--- config.mk ---
export PLATFORM = sky130hd
export DESIGN_NAME = positional_list_store_core
export DESIGN_NICKNAME = d
export VERILOG_FILES = /design/src/plsc_pkg.sv /design/src/plsc_cell.sv /design/src/positional_list_store_core.sv
export SDC_FILE = /design/constraint.sdc
export NUM_CORES = 1
export LEC_CHECK = 0
export CAP_MARGIN = 20
export CORE_ASPECT_RATIO = 1.5
export CORE_UTILIZATION = 40
export CTS_BUF_LIST = sky130_fd_sc_hd__clkbuf_8
export CTS_CLUSTER_SIZE = 20
export DETAILED_ROUTE_END_ITERATION = 16
export DONT_BUFFER_PORTS = 1
export MAX_ROUTING_LAYER = met4
export PLACE_DENSITY = 0.54
export SYNTH_ARGS = -nofsm -noshare
export SYNTH_HDL_FRONTEND = slang
export SYNTH_SLANG_ARGS = --single-unit
--- constraint.sdc ---
create_clock -name clk -period 9 [get_ports clk]
set_input_delay 0.45 -clock clk [delete_from_list [all_inputs] [get_ports clk]]
set_output_delay 0.45 -clock clk [all_outputs]
set_load 0.05 [all_outputs]
--- src/plsc_pkg.sv ---
// shared types and codes for the positional list store
// no dependencies
package plsc_pkg;

	localparam int MAX_DEPTH = 64;
	localparam int CNT_W = $clog2(MAX_DEPTH + 1);
	localparam int DEF_DEPTH = 16;
	localparam int VAL_W = 32;
	localparam int POS_W = 8;
	localparam int OCC_W = 5;

	typedef enum logic [2:0] {
		CMD_INS_FIRST = 3'd0,
		CMD_INS_LAST  = 3'd1,
		CMD_INS_AT    = 3'd2,
		CMD_DEL_FIRST = 3'd3,
		CMD_DEL_LAST  = 3'd4,
		CMD_DEL_AT    = 3'd5,
		CMD_DISPLAY   = 3'd6,
		CMD_COUNT     = 3'd7
	} op_t;

	typedef enum logic [1:0] {
		STAT_OK     = 2'd0,
		STAT_BADPOS = 2'd1,
		STAT_FULL   = 2'd2,
		STAT_EMPTY  = 2'd3
	} status_t;

	typedef enum logic [1:0] {
		ACT_HOLD,
		ACT_INS,
		ACT_DEL,
		ACT_ROT
	} act_t;

	typedef enum logic {
		ST_IDLE,
		ST_SHOW
	} state_t;

	typedef struct packed {
		logic [2:0]             command;
		logic signed [VAL_W-1:0] value;
		logic [POS_W-1:0]        position;
	} cmd_t;

	typedef struct packed {
		logic signed [VAL_W-1:0] element;
		logic [OCC_W-1:0]        occupancy;
		logic [1:0]              status;
		logic                    last;
	} rsp_t;

	typedef struct packed {
		act_t                    act;
		logic [CNT_W-1:0]        idx;
		logic [CNT_W-1:0]        held;
		logic signed [VAL_W-1:0] value;
	} ctrl_t;

endpackage

--- src/plsc_cell.sv ---
// one slot of the list chain: holds a value and shifts with its neighbors
// depends on plsc_pkg
module plsc_cell #(
	parameter int IDX = 0
) (
	input  logic                             clk,
	input  plsc_pkg::ctrl_t                  ctl,
	input  logic signed [plsc_pkg::VAL_W-1:0] left,
	input  logic signed [plsc_pkg::VAL_W-1:0] right,
	input  logic signed [plsc_pkg::VAL_W-1:0] head,
	output logic signed [plsc_pkg::VAL_W-1:0] q
);
	import plsc_pkg::*;

	localparam logic [CNT_W-1:0] ME   = CNT_W'(IDX);
	localparam logic [CNT_W-1:0] ME_1 = CNT_W'(IDX + 1);

	logic signed [VAL_W-1:0] val_q;
	logic signed [VAL_W-1:0] val_d;

	always_comb begin
		val_d = val_q;
		case (ctl.act)
			ACT_INS: begin
				if (ME == ctl.idx) val_d = ctl.value;
				else if (ME > ctl.idx) val_d = left;
			end
			ACT_DEL: begin
				if (ME >= ctl.idx) val_d = right;
			end
			ACT_ROT: begin
				if (ME_1 == ctl.held) val_d = head;
				else if (ME_1 < ctl.held) val_d = right;
			end
			default: val_d = val_q;
		endcase
	end

	always_ff @(posedge clk) begin
		val_q <= val_d;
	end

	assign q = val_q;

endmodule

--- src/positional_list_store_core.sv ---
// positional list store: command decode, occupancy and a chain of value cells
// depends on plsc_pkg and plsc_cell
//
// channel  | ports                 | handshake
// command  | start, req, busy      | taken when start && !busy
// result   | valid, rsp            | one cycle per result, no back-pressure
//
// insert, delete and count results show in the cycle after the command is taken
// display: the cell chain rotates one place a cycle and
// the head cell streams out, leaving the list as it was
// display of an empty list answers at once, like the other commands
// reset clears occupancy and control; cell contents stay undefined
// results can never be held off, so the block never stalls on the output
module positional_list_store_core #(
	parameter int DEPTH = plsc_pkg::DEF_DEPTH
) (
	input  logic            clk,
	input  logic            arst_n,
	input  logic            start,
	input  plsc_pkg::cmd_t  req,
	output logic            busy,
	output logic            valid,
	output plsc_pkg::rsp_t  rsp
);
	import plsc_pkg::*;

	localparam int CW = $clog2(DEPTH + 1);
	localparam int XW = POS_W + 1;

	state_t state_q, state_d;
	logic [CW-1:0] held_q, held_d;
	logic [CW-1:0] cnt_q, cnt_d;
	logic          valid_q, valid_d;
	rsp_t          rsp_q, rsp_d;
	ctrl_t         ctl;

	logic signed [VAL_W-1:0] cell_q [DEPTH];

	logic acc, full, empty, last_elem;
	logic [XW-1:0] pos_x, held_x;
	logic pos0;

	assign acc       = start && (state_q == ST_IDLE);
	assign full      = (held_q == CW'(DEPTH));
	assign empty     = (held_q == '0);
	assign pos_x     = {1'b0, req.position};
	assign held_x    = XW'(held_q);
	assign pos0      = (req.position == '0);
	assign last_elem = ((cnt_q + CW'(1)) == held_q);

	// next state
	always_comb begin
		state_d = state_q;
		unique case (state_q)
			ST_IDLE: if (acc && req.command == CMD_DISPLAY && !empty) state_d = ST_SHOW;
			ST_SHOW: if (last_elem) state_d = ST_IDLE;
			default: state_d = ST_IDLE;
		endcase
	end

	// datapath control and results
	always_comb begin
		status_t st;
		st          = STAT_OK;
		ctl.act     = ACT_HOLD;
		ctl.idx     = '0;
		ctl.held    = CNT_W'(held_q);
		ctl.value   = req.value;
		held_d      = held_q;
		cnt_d       = cnt_q;
		valid_d     = 1'b0;
		rsp_d       = rsp_q;
		unique case (state_q)
			ST_IDLE: begin
				cnt_d = '0;
				if (acc) begin
					valid_d = 1'b1;
					unique case (req.command)
						CMD_INS_FIRST: begin
							if (full) st = STAT_FULL;
							else begin
								ctl.act = ACT_INS;
								ctl.idx = '0;
							end
						end
						CMD_INS_LAST: begin
							if (full) st = STAT_FULL;
							else begin
								ctl.act = ACT_INS;
								ctl.idx = CNT_W'(held_q);
							end
						end
						CMD_INS_AT: begin
							if (pos0 || pos_x > held_x + XW'(1)) st = STAT_BADPOS;
							else if (full) st = STAT_FULL;
							else begin
								ctl.act = ACT_INS;
								ctl.idx = CNT_W'(req.position - POS_W'(1));
							end
						end
						CMD_DEL_FIRST: begin
							if (empty) st = STAT_EMPTY;
							else begin
								ctl.act = ACT_DEL;
								ctl.idx = '0;
							end
						end
						CMD_DEL_LAST: begin
							if (empty) st = STAT_EMPTY;
							else begin
								ctl.act = ACT_DEL;
								ctl.idx = CNT_W'(held_q - CW'(1));
							end
						end
						CMD_DEL_AT: begin
							if (empty) st = STAT_EMPTY;
							else if (pos0 || pos_x > held_x) st = STAT_BADPOS;
							else begin
								ctl.act = ACT_DEL;
								ctl.idx = CNT_W'(req.position - POS_W'(1));
							end
						end
						CMD_DISPLAY: begin
							if (empty) st = STAT_EMPTY;
							else valid_d = 1'b0;
						end
						CMD_COUNT: st = STAT_OK;
						default: st = STAT_OK;
					endcase
					if (ctl.act == ACT_INS) held_d = held_q + CW'(1);
					else if (ctl.act == ACT_DEL) held_d = held_q - CW'(1);
					rsp_d.element   = '0;
					rsp_d.occupancy = OCC_W'(held_d);
					rsp_d.status    = st;
					rsp_d.last      = 1'b1;
				end
			end
			ST_SHOW: begin
				ctl.act         = ACT_ROT;
				cnt_d           = cnt_q + CW'(1);
				valid_d         = 1'b1;
				rsp_d.element   = cell_q[0];
				rsp_d.occupancy = OCC_W'(held_q);
				rsp_d.status    = STAT_OK;
				rsp_d.last      = last_elem;
			end
			default: begin
				ctl.act = ACT_HOLD;
			end
		endcase
	end

	always_ff @(posedge clk or negedge arst_n) begin
		if (!arst_n) begin
			state_q <= ST_IDLE;
			held_q  <= '0;
			cnt_q   <= '0;
			valid_q <= 1'b0;
		end else begin
			state_q <= state_d;
			held_q  <= held_d;
			cnt_q   <= cnt_d;
			valid_q <= valid_d;
		end
	end

	always_ff @(posedge clk) begin
		rsp_q <= rsp_d;
	end

	for (genvar i = 0; i < DEPTH; i++) begin : g_cell
		logic signed [VAL_W-1:0] lft, rgt;
		if (i == 0) begin : g_first
			assign lft = req.value;
		end else begin : g_mid_l
			assign lft = cell_q[i-1];
		end
		if (i == DEPTH - 1) begin : g_end
			assign rgt = cell_q[i];
		end else begin : g_mid_r
			assign rgt = cell_q[i+1];
		end
		plsc_cell #(.IDX(i)) u_cell (
			.clk   (clk),
			.ctl   (ctl),
			.left  (lft),
			.right (rgt),
			.head  (cell_q[0]),
			.q     (cell_q[i])
		);
	end

	assign busy  = (state_q == ST_SHOW);
	assign valid = valid_q;
	assign rsp   = rsp_q;

endmodule

# == Word level (Yosys, flattened, before mapping) ==
# Index checks and enable logic that the tools add are counted.
# W data, S select, Z words.
# classes
div,0
n_bitwise,1
n_mux,126
n_addsub,6
reduce_logical,31
shifts,0
n_eq_ne,94
mul,0
magnitude_cmp,48
# op_table
cell,count
$mux W32,78
$pmux W32 S3,15
$ne A3 B1 Y1 const B,30
$pmux W40 S2,1
$pmux W32 S2,1
$mux W9,7
$eq A4 B7 Y1 const A,8
$gt A4 B7 Y1 const A,8
$reduce_and A4 Y1,14
$pmux W9 S6,1
$ge A4 B7 Y1 const A,7
$eq A4 B5 Y1 const A,8
$lt A4 B5 Y1 const A,8
$mux W40,1
$ne A2 B1 Y1 const B,17
$mux W8,4
$eq A3 B7 Y1 const A,4
$ge A3 B7 Y1 const A,4
$gt A3 B7 Y1 const A,4
$eq A3 B5 Y1 const A,4
$lt A3 B5 Y1 const A,4
$eq A2 B7 Y1 const A,2
$ge A1 B7 Y1 const A,2
$ge A2 B7 Y1 const A,2
46 further kinds,72
# totals
ff_bits,564
romBits,0
mem_count,0
ramBits,0
input_bits,46
latchBits,0

# == Logic depth before layout (Yosys ltp) ==
# logic_depth
depth_word,13
depth_mapped,18
mapped_depth_nobuf,14

# == Hierarchy ==
# Synthesis repeated with hierarchy kept, for this count alone.
# unflattened
hier_cells,4178
hier_area_um2,44589.0
# by_module_without_submodules
module,cells_per_inst,area_per_inst_um2,seq_area_each_um2,instances
positional_list_store_core,278,3126.7,1501.4,1
plsc_cell at g_cell[2].u_cell,277,2934.1,960.9,1
plsc_cell at g_cell[7].u_cell,273,2930.3,960.9,1
plsc_cell at g_cell[12].u_cell,277,2787.7,960.9,1
plsc_cell at g_cell[5].u_cell,275,2780.2,960.9,1
plsc_cell at g_cell[0].u_cell,280,2767.7,960.9,1
plsc_cell at g_cell[3].u_cell,276,2750.1,960.9,1
plsc_cell at g_cell[14].u_cell,276,2740.1,960.9,1
plsc_cell at g_cell[9].u_cell,276,2733.9,960.9,1
plsc_cell at g_cell[11].u_cell,275,2730.1,960.9,1
plsc_cell at g_cell[15].u_cell,274,2713.9,960.9,1
plsc_cell at g_cell[13].u_cell,262,2615.0,960.9,1
plsc_cell at g_cell[6].u_cell,190,2294.7,960.9,1
plsc_cell at g_cell[4].u_cell,193,2255.9,960.9,1
+3 rows,n/a,n/a,n/a,n/a

# == Least setup slack after synthesis ==
# No wires, ideal clock.
# synth_timing
kind,register -> register
from,register held_q[2]
to,register g_cell[8].u_cell.val_q[0] (enable)
setup_ns,0.513
path_stages_with_launch,17
arrival_ns,6.605
slack_ns,1.882
synth_period_minus_slack_ns,7.118
required_time_ns,8.487
path_cell_list,dfrtp_1 clkbuf_1 inv_1 clkbuf_1 nor2_1 xnor2_1 ha_1 nand2_1 o21bai_1 a31o_2 o21bai_1 o21ai_2 a21o_1 clkbuf_1 nand4_1 buf_2 nor4b_1
# synth_via
elab_chain_len,12
elab_cells_between_ends,35
classes_between,2 x add/sub; 5 x order compare; 9 x eq/ne; 14 x mux; 5 x reduce/logical
# synth_rtl
item,line_no,source
from (decl),positional_list_store_core.sv:31,"logic [CW-1:0] held_q, held_d;"
from (signal assigned),positional_list_store_core.sv:161,held_q <= held_d;
$add A5 B1 Y6 / $gt A8 B5 Y1 (equally long branches),"positional_list_store_core.sv:94, positional_list_store_core.sv:117",
$gt A8 B6 Y1 / $logic_or A1 B1 Y1 (equally long branches),"positional_list_store_core.sv:94, positional_list_store_core.sv:117",
$logic_or A1 B1 Y1 / $mux W9 (equally long branches),"positional_list_store_core.sv:94, positional_list_store_core.sv:117",
$mux W8 / $mux W9 (equally long branches),"positional_list_store_core.sv:94, positional_list_store_core.sv:116",
$pmux W9 S6,positional_list_store_core.sv:78,unique case (req.command)
$mux W9,positional_list_store_core.sv:76,if (acc) begin
$mux W9,positional_list_store_core.sv:73,unique case (state_q)
$mux W9,positional_list_store_core.sv:76,
$mux W7 / $pmux W2 S2 (equally long branches),positional_list_store_core.sv:73,
"$gt A4 B7 Y1, or another cell as far along",plsc_cell.sv:26,else if (ME > ctl.idx) val_d = left;
"$ne A3 B1 Y1 (no source line), or another cell as far along",n/a,
$reduce_and A4 Y1 (no source line) *,n/a,
to (signal assigned),plsc_cell.sv:40,val_q <= val_d;
to (decl),plsc_cell.sv:18,logic signed [VAL_W-1:0] val_q;
# Mark *: on every way between the ends. The rest lies on a longest branch, timed or not. The select of a mux whose other input is x is not followed.
# A chain may end at the register's enable or synchronous reset.

# == Worst setup path after layout ==
# layout_timing
from,register held_q[2]
to,register g_cell[13].u_cell.val_q[31] (enable)
# layout_via
elab_chain_len,12
elab_cells_between_ends,35
classes_between,2 x add/sub; 5 x order compare; 9 x eq/ne; 14 x mux; 5 x reduce/logical
# layout_rtl
item,line_no
$add A5 B1 Y6 / $gt A8 B5 Y1 (equally long branches),"positional_list_store_core.sv:94, positional_list_store_core.sv:117"
$gt A8 B6 Y1 / $logic_or A1 B1 Y1 (equally long branches),"positional_list_store_core.sv:94, positional_list_store_core.sv:117"
$logic_or A1 B1 Y1 / $mux W9 (equally long branches),"positional_list_store_core.sv:94, positional_list_store_core.sv:117"
$mux W8 / $mux W9 (equally long branches),"positional_list_store_core.sv:94, positional_list_store_core.sv:116"
$pmux W9 S6,positional_list_store_core.sv:78
$mux W9,positional_list_store_core.sv:76
$mux W9,positional_list_store_core.sv:73
$mux W9,positional_list_store_core.sv:76
$mux W7 / $pmux W2 S2 (equally long branches),positional_list_store_core.sv:73
"$gt A4 B7 Y1, or another cell as far along",plsc_cell.sv:26
"$ne A3 B1 Y1 (no source line), or another cell as far along",n/a
$reduce_and A4 Y1 (no source line) *,n/a
to (signal assigned),plsc_cell.sv:40
to (decl),plsc_cell.sv:18
# Marked as above.

==> impl_metrics.py <==
metrics = {
    "grt": {
        "grt_pass1_wl_microns": 200000,
        "overflow": 0,
        "antenna_found_initial": 10,
        "grt_usage_pct": 30.3,
        "grt_pass1_vias": 29200,
        "grt_start_max_net_pins": 238,
    },
    "routing": {
        "num_vias": 29600,
        "final_antenna_net_count": 0,
        "wire_per_inst_microns": 31.5,
        "routed_wirelength_microns": 137000,
        "via_per_inst": 6.82,
        "drc": 0,
        "first_iter_violations": 3272,
        "drtPass1Iterations": 6,
    },
    "power": {
        "power.density_mw_per_mm2": 418,
        "ir_drop_uv": 280,
        "p_leak_nw": 13.6,
    },
    "worst_setup_path": {
        "crit_fanout": 20,
        "critPathSlowestCell": "a221oi_4",
        "r2r_start": "held_q[2]",
        "crit_chain": "inv_1 > nor2_1 > xnor2_1 > ha_1 > nand2_1 > o21bai_1 > a31o_2 > o21ba_2 > a31oi_1 > nand2b_1 > nor2_1 > or3_1 > a221oi_4 > buf_4",
        "endpoint_kind": "flip-flop",
        "critPathArrivalTime_ns": 6.81,
        "crit_type": "reg -> reg",
        "cpPeakStageDelay_ns": 1.04,
        "cp_common_cell": "nor2_1",
        "timing.critical_path.from": "held_q[2]",
        "start_kind": "flip-flop",
        "critical_path_required_ns": 9.41,
    },
    "sta": {
        "skew_ns": 0.0517,
        "relSlewSlack_pct": 1.95,
        "tightest_slew_ns": 1.47,
        "period_share_pct": 71.1,
        "layout_min_cycle_time_ns": 6.39,
        "drv_slew": 0,
        "setup_viol": 0,
        "rsz0062_at_grt": "false",
        "final-hold-violation-count": 0,
        "max_freq_mhz": 156,
        "setup_tns_ns": 0,
    },
    "cts": {
        "hold_buffers": 42,
        "cts-root-buf": "clkbuf_8",
        "clk_latency_ns": 0.81,
        "cts_inserted_buffers": 94,
        "ctsLongestPathBuffers": 3,
        "cts_resized": 0,
        "ctsHtreeMaxLevel": 3,
        "cts.clk_slew.worst_paths_ns": 0.07,
        "postCtsSetupRepairBufs": 0,
        "cts_num_sinks": 564,
        "cts_tree": "done",
    },
    "floorplan": {
        "fp.dieArea_sq_mm": 0.0919,
        "num_rows": 134,
        "num_io_pins": 88,
        "core_sq_mm": 0.0894,
        "die_w_microns": 248,
        "start_util_pct": 40.6,
        "die_h_microns": 371,
    },
    "cells_and_area": {
        "syn_to_final_growth_pct": 8.52,
        "fin_nets": 3160,
        "layout-drive-gt1-share_pct": 22.2,
        "fin_cells": 4336,
    },
    "hold_path": {
        "hold_start": "req[34]",
        "hp-class": "in -> reg",
    },
    "outcome": {
        "status": "finished, final reports clean",
    },
    "synthesis": {
        "yosysSeqAreaShare_pct": 46.5,
        "avgSynthCellArea_sq_um": 11.2,
        "synthMuxAreaShare_pct": 20.8,
        "syn_inst": 3246,
        "synthXorXnorAreaFrac_pct": 0.459,
        "synth_compound_area_share_pct": 20.3,
        "yosysUniqueCellTypes": 74,
        "synth-main-ff-cell": "edfxtp_1",
        "synthSimpleGateAreaFrac_pct": 7.03,
        "yosys_warnings": 0,
        "async_reset_ff_share_pct": 2.13,
        "ys_ff_latch": 564,
        "synth_top_family_by_area": "multiplexers",
        "synthesis.nets": 3312,
        "synthAdderAreaFrac_pct": 0.690,
        "synth_edf_count": 552,
        "syn_area_sq_mm": 0.0363,
    },
    "placed_design": {
        "place_hpwl_microns": 76300,
        "place_inst": 4111,
        "place_congestion": 0.928,
        "numPortBuffers": 0,
    },
    "run": {
        "maxCapViolCount": 0,
    },
}
layer usage:
metal	up-vias	GRT usage [%]	routed length (microns)
li1	12700	-	-
met1	15100	37.2	54000
met2	1487	47.3	64700
met3	358	5.28	10800
met4	0	15.9	7310
met5	-	-	0
cells in the mapped netlist, types with 5 or more instances:
library cell / n / area [sq um]
dfrtp_1: 12 / 300
nand3_1: 236 / 1180
clkbuf_1: 309 / 1160
nor2b_1: 9 / 56.3
and2_1: 32 / 200
nand2b_1: 8 / 50.1
edfxtp_1: 552 / 16600
xnor2_1: 15 / 131
o21ai_1: 49 / 245
o211ai_1: 195 / 1460
a22oi_1: 444 / 3330
o21ai_0: 198 / 991
buf_2: 26 / 130
a221oi_1: 6 / 52.6
o21a_1: 6 / 45.0
mux2i_1: 257 / 2570
ha_1: 20 / 250
a21o_1: 7 / 52.6
inv_1: 17 / 63.8
a211oi_1: 6 / 45.0
o211ai_2: 31 / 388
nand2_1: 141 / 529
mux2_2: 442 / 4980
nor2_1: 42 / 158
o21bai_1: 33 / 248
nand4_1: 11 / 68.8
buf_4: 6 / 45.0
nor3_1: 14 / 70.1
or3_1: 5 / 31.3
buf_6: 6 / 67.6
buf_1: 12 / 45.0
a21oi_1: 34 / 170
state kept, by name, summed over array words and instances (netlist names):
signal and flops:
held_q 5, cnt_q 5, g_cell.u_cell.q 512, valid 1, busy 1, rsp 40
power breakdown:
part / switching (W) / internal [W]
clock: 0.00119 / 0.00101
combinational: 0.00452 / 0.00283
sequential: 0.00162 / 0.00528
total: 0.00733 / 0.00913
layout by cell type (no fill, tap or decap), types with 26 or more instances in the layout:
| cell | n |
|---|---|
| inv_1 | 55 |
| a21oi_1 | 30 |
| a22oi_1 | 444 |
| nor2_1 | 36 |
| and2_1 | 32 |
| clkinv_1 | 26 |
| buf_4 | 61 |
| o211ai_2 | 31 |
| o21ai_0 | 198 |
| dlygate4sd3_1 | 42 |
| mux2_2 | 442 |
| nand2_1 | 135 |
| edfxtp_1 | 552 |
| o21ai_1 | 49 |
| o21bai_1 | 33 |
| nand3_1 | 234 |
| clkbuf_8 | 94 |
| o211ai_1 | 195 |
| mux2i_1 | 257 |
cell type report:
cell class	count	area [sq um]
antenna	12	30.0
clock buffer	94	1290
clock inverter	76	389
fill	8208	50000
inverter	19	71.3
multi-input combinational	2304	18200
sequential	564	16900
tap	1156	1450
timing repair buffer	111	1040
kinds of logic (layout without fill, tap and decap cells):
logic type / count (synthesis) / count (layout)
buffers and inverters: 378 / 300
flip-flops: 564 / 564
AND/OR/NAND/NOR: 520 / 520
multiplexers: 699 / 699
AO/OA/AOI/OAI: 1046 / 1046
adder cells (fa/ha/maj): 20 / 20
XOR/XNOR: 19 / 19
other: 0 / 12
final timing paths:
kind                                           end  slack (ns)  cells past startpoint
setup reg to reg           g_cell[13].u_cell.q[31]        2.61                     14
hold / removal              g_cell[0].u_cell.q[26]        0.06                      2
min in group asynchronous                    valid        0.08                      1
max in group asynchronous                     busy        8.46                      1
setup / recovery           g_cell[13].u_cell.q[31]        2.61                     14
hold reg to reg                           cnt_q[0]        0.53                      1
per-stage QoR:
stage / total power, W / setup slack, ns / utilization (%) / hold slack [ns] / area, sq um
2_1_floorplan: 0.0115 / 1.88 / - / 0.154 / 36300
3_5_place_dp: 0.0141 / 2.75 / 41.6 / 0.155 / 37200
4_1_cts: 0.0164 / 2.69 / 44.0 / 0.00168 / 39300
5_1_grt: 0.0173 / 2.31 / 44.0 / 0.0594 / 39400
6_report: 0.0165 / 2.61 / 44.0 / 0.0579 / 39400
3_3_place_gp: 0.0138 / 2.81 / 41.6 / 0.155 / 37200
critical path, delay by kind of cell, from the launching register on:
family	cells	cell delay [ns]
AO/OA/AOI/OAI	5	2.38
adder cells (fa/ha/maj)	1	0.33
AND/OR/NAND/NOR	5	1.41
flip-flops	1	0.73
buffers and inverters	2	1.00
XOR/XNOR	1	0.12
(Power assumes the default switching activity.)
